<file path="config.mk">
export PLATFORM = sky130hd
export DESIGN_NAME = chm_bucket_mod
export DESIGN_NICKNAME = d
export VERILOG_FILES = /design/src/rtl/chm_pkg.sv /design/src/rtl/chm_bucket_mod.sv
export SDC_FILE = /design/constraint.sdc
export NUM_CORES = 1
export LEC_CHECK = 0
export ABC_CLOCK_PERIOD_IN_PS = 10430
export BUFFER_PORTS_ARGS = -buffer_cell sky130_fd_sc_hd__buf_4
export CAP_MARGIN = 5
export CORE_MARGIN = 4
export CORE_UTILIZATION = 50
export CTS_BUF_LIST = sky130_fd_sc_hd__clkbuf_4
export CTS_CLUSTER_DIAMETER = 120
export CTS_CLUSTER_SIZE = 8
export DETAILED_ROUTE_END_ITERATION = 16
export PLACE_DENSITY = 0.69
export SKIP_CTS_REPAIR_TIMING = 1
export SLEW_MARGIN = 20
export SYNTH_ARGS = -nofsm -noshare
export SYNTH_HDL_FRONTEND = slang
export SYNTH_SLANG_ARGS = --single-unit
</file>
<file path="constraint.sdc">
create_clock -name clk -period 10.43 [get_ports clk]
set_input_delay 1.5645 -clock clk [delete_from_list [all_inputs] [get_ports clk]]
set_output_delay 1.5645 -clock clk [all_outputs]
set_load 0.01 [all_outputs]
</file>
<file path="src/rtl/chm_pkg.sv">
package chm_pkg;

  localparam int unsigned BUCKETS_DEF = 256;
  localparam int unsigned ENTRIES_DEF = 1024;
  localparam int unsigned CFG_W       = 9;
  localparam logic [CFG_W-1:0] BUCKET_COUNT_RST = 9'd256;
  localparam logic [31:0] HASH_MUL = 32'd2654435761;

  typedef enum logic [1:0] {
    OP_INSERT = 2'd0,
    OP_LOOKUP = 2'd1,
    OP_REMOVE = 2'd2,
    OP_CLEAR  = 2'd3
  } op_t;

  typedef enum logic [1:0] {
    ST_OK        = 2'd0,
    ST_KEY_ZERO  = 2'd1,
    ST_NOT_FOUND = 2'd2,
    ST_FULL      = 2'd3
  } status_t;

  typedef struct packed {
    op_t                op;
    logic signed [31:0] key;
    logic        [31:0] value;
  } in_item_t;

  typedef struct packed {
    status_t     status;
    logic [31:0] found_value;
    logic [10:0] entry_count;
    logic        is_empty;
  } out_item_t;

endpackage

</file>
<file path="src/rtl/chm_bucket_mod.sv">
module chm_bucket_mod #(
  parameter int unsigned BUCKETS = chm_pkg::BUCKETS_DEF,
  localparam int unsigned BW = (BUCKETS > 1) ? $clog2(BUCKETS) : 1
) (
  input  logic                      clk,
  input  logic                      rst_n,
  input  logic                      start,
  input  logic [31:0]               key,
  input  logic [chm_pkg::CFG_W-1:0] bucket_count,
  output logic                      done,
  output logic [BW-1:0]             bucket
);

  localparam int unsigned NW = chm_pkg::CFG_W;

  logic [31:0]   h_r;
  logic [NW-1:0] n_r;
  logic [NW-1:0] rem_r;
  logic [NW-1:0] rem_nxt;
  logic [2:0]    cnt_r;
  logic          run_r;
  logic          done_r;
  logic [NW-1:0] n_eff;
  logic [31:0]   prod;
  logic [BW+NW-1:0] rem_ext;

  // Clamp the configured count to the range 1 .. BUCKETS.
  always_comb begin
    if (bucket_count == '0) begin
      n_eff = NW'(1);
    end else if (32'(bucket_count) > 32'(BUCKETS)) begin
      n_eff = NW'(BUCKETS);
    end else begin
      n_eff = bucket_count;
    end
  end

  // Only the low 32 bits of the product feed the hash.
  assign prod = key * chm_pkg::HASH_MUL;

  // Four restoring remainder steps per cycle, covering all 32 hash bits.
  always_comb begin
    logic [NW:0] r;
    r = {1'b0, rem_r};
    for (int i = 0; i < 4; i++) begin
      r = {r[NW-1:0], h_r[31-i]};
      if (r >= {1'b0, n_r}) begin
        r = r - {1'b0, n_r};
      end
    end
    rem_nxt = r[NW-1:0];
  end

  always_ff @(posedge clk) begin
    if (!rst_n) begin
      run_r  <= 1'b0;
      done_r <= 1'b0;
      cnt_r  <= '0;
    end else begin
      done_r <= 1'b0;
      if (start) begin
        h_r   <= prod;
        n_r   <= n_eff;
        rem_r <= '0;
        cnt_r <= '0;
        run_r <= 1'b1;
      end else if (run_r) begin
        h_r   <= {h_r[27:0], 4'b0};
        rem_r <= rem_nxt;
        cnt_r <= cnt_r + 3'd1;
        if (cnt_r == 3'd7) begin
          run_r  <= 1'b0;
          done_r <= 1'b1;
        end
      end
    end
  end

  assign rem_ext = {{BW{1'b0}}, rem_r};
  assign bucket  = rem_ext[BW-1:0];
  assign done    = done_r;

endmodule

</file>
==> impl_metrics.csv <==
group,metric,value,unit
outcome,status,"completed",
timing,hold_ws,0.529,ns
critical_path,worst_setup_path_end_kind,"flop",
timing,relSlewSlack,33.6,%
finish,fillers,2275,
drt,routedWlPerCell,18.9,um
die,die_y,167,um
finish,multi_input_comb_area,9960,sq um
flow_run,drv_cap,0,
global_routing,grt_pass1_vias,9316,
die,dieArea,28000,sq um
clocking,cts-htree-levels,2,
synthesis,synthMuxAreaShare,4.61,%
clocking,cts-root-buf,"clkbuf_4",
timing,fmaxAchievable,112,MHz
global_routing,grt_pass1_wl,49200,um
finish,final_area,13500,sq um
drt,routed_wl,29700,um
synthesis,synth_ff_type,"edfxtp_1",
critical_path,cp.required,10.62,ns
drt,dr.pass1.iters,5,
synthesis,yosys_warnings,0,
critical_path,cp_slowest_stage_delay,0.49,ns
critical_path,crit_top_cell,"o21ai_0",
clocking,cts.clk_slew.worst_paths,0.18,ns
hold_path,hp-class,"flop to flop",
placed_design,hpwl,25600,um
finish,layout_commonest_cell,"inv_1",
die,start_util,50.6,%
finish,seq_area,1600,sq um
drt,postRouteAntennaNets,0,
synthesis,ys_ff_latch,55,
clocking,cts_max_path_buffers,2,
timing,rsz0062_at_grt,"no",
hold_path,hp-start,"cnt_r[1]$_SDFFE_PP0P_",
placed_design,place.gp.congestion,0.949,
clocking,numCtsBuffers,5,
finish,drive_above_1_share,9.45,%
clocking,clk_latency,0.44,ns
drt,vias_per_cell,5.41,
synthesis,yosys.area_share.adder,55.1,%
timing,period_needed,8.92,ns
die,placement_rows,58,
timing,setup_viol,0,
synthesis,yosysTopAreaCellShare,32.8,%
drt,routed-via-count,8484,
die,fp.dieW,167,um
synthesis,yosysUniqueCellTypes,64,
synthesis,syn_inst,1196,
finish,area_growth,5.96,%
critical_path,crit_path_top_delay_cell,"fa_1",
synthesis,synth_area,12700,sq um
finish,final_cell_mix,"inv_1 (274), ha_1 (227), fa_1 (208)",
synthesis,synth_edf_count,50,
global_routing,antenna_found_initial,1,
synthesis,synth_xor_area_share,5.51,%
die,io_pins,53,
timing,fin_worst_skew,0.0179,ns
timing,worstMarginPinSlew,0.996,ns
synthesis,yosysSeqAreaShare,12.6,%
finish,final_nets,1716,
timing,finalHoldViolCount,0,
drt,drc,0,
timing,tns,0,ns
synthesis,synth_top_family_by_area,"adder cells",
global_routing,grt_max_degree,48,
critical_path,cp_max_fo,11,
synthesis,synth_compound_area_share,7.08,%
synthesis,async_flop_share,0,%
placed_design,dpl_cell_area,13400,sq um
die,core_area,25100,sq um
critical_path,crit_arrival,9.11,ns
global_routing,overflow,0,
synthesis,yosys-top-cells-area,"fa_1 (33%), ha_1 (22%), edfxtp_1 (12%)",
synthesis,avgSynthCellArea,10.6,sq um
critical_path,cp-start-kind,"flop",
clocking,cts_tree,"done",
timing,min_period_over_period,85.6,%
synthesis,yosys.area_share.simple,6.02,%
drt,drt_iter0_drc,524,
global_routing,grtUsageTotal,22.4,%
timing,maxSlewViolCount,0,
clocking,cts_sinks,55,
critical_path,crit_start,"h_r[31]$_DFFE_PP_",
critical_path,path_class,"flop to flop",
critical_path,timing.rr.start,"h_r[31]$_DFFE_PP_",
synthesis,yosysTopAreaCell,"fa_1",
placed_design,port_buffers,52,
synthesis,syn_nets,1675,
[metrics by stage]
stage / utilization, % / instances / setup slack, ns
2_1_floorplan: - / 1196 / 2.81
3_3_place_gp: 53.4 / 1560 / 1.79
3_5_place_dp: 53.4 / 1560 / 1.59
4_1_cts: 53.6 / 1568 / 1.55
5_1_grt: 53.6 / 1569 / 0.617
6_report: 53.6 / 1569 / 1.51
[cell usage after synthesis (3+ instances only)]
master / instances
a211o_1: 4
a211oi_1: 6
a21boi_0: 6
a21o_1: 19
a21oi_1: 36
a31oi_1: 8
and2_1: 13
buf_4: 8
buf_6: 3
clkbuf_1: 6
dfxtp_1: 5
edfxtp_1: 50
fa_1: 208
ha_1: 227
inv_1: 274
mux2_2: 38
mux2i_1: 12
nand2_1: 26
nand2b_1: 6
nand3_1: 12
nand4_1: 7
nor2_1: 44
nor2b_1: 9
nor3_1: 14
nor3b_1: 4
o2111ai_1: 5
o211ai_1: 6
o21a_1: 5
o21ai_0: 15
xnor2_1: 61
xor2_1: 19
[area by class of cell]
cell class | count | share of cell area [%]
Multi-Input combinational cell | 848 | 73.9
Sequential cell | 55 | 11.9
Inverter | 275 | 7.68
Tap cell | 330 | 3.07
Timing Repair Buffer | 52 | 2.90
Clock buffer | 5 | 0.279
Clock inverter | 3 | 0.251
Antenna cell | 1 | 0.0186
[state kept, by name (all words and copies together) (netlist names)]
| register | count |
|---|---|
| h_r | 32 |
| n_r | 9 |
| rem_r | 9 |
| cnt_r | 3 |
| done | 1 |
| run_r | 1 |
[per-layer routing]
layer,vias to the layer above,GRT usage [%],routed length [um]
met1,4251,30.1,12800
met4,0,6.70,998
li1,3981,-,-
met3,55,2.24,1020
met2,197,38.7,14800
met5,-,0,0
[logic make-up (layout without fill, tap and decap cells)]
family,Yosys count,in the layout
adders and majority gates,435,435
buffers and inverters,293,335
and+or+nand+nor,151,151
AOI/OAI and AO/OA,130,130
xor gates and xnor gates,80,80
DFF,55,55
muxes,52,52
other,0,1
[path summary, 6_finish.rpt]
check	endpoint	slack [ns]	cells past startpoint
min	cnt_r[1]$_SDFFE_PP0P_	0.53	2
max reg2reg	rem_r[7]$_SDFFCE_PP0P_	1.51	34
min reg2reg	cnt_r[1]$_SDFFE_PP0P_	0.53	2
max	rem_r[7]$_SDFFCE_PP0P_	1.51	34
[worst max-delay path, delay by kind of cell, from the launching register on]
family | cells | cell delay [ns]
mux | 4 | 1.25
compound gates | 15 | 3.77
simple gates | 8 | 1.23
flops | 1 | 0.45
buf+inv | 2 | 0.14
fa+ha+maj | 5 | 1.84
Power is not shown: default switching activity piles up to over one toggle a cycle in this logic, so the estimate is an artifact.
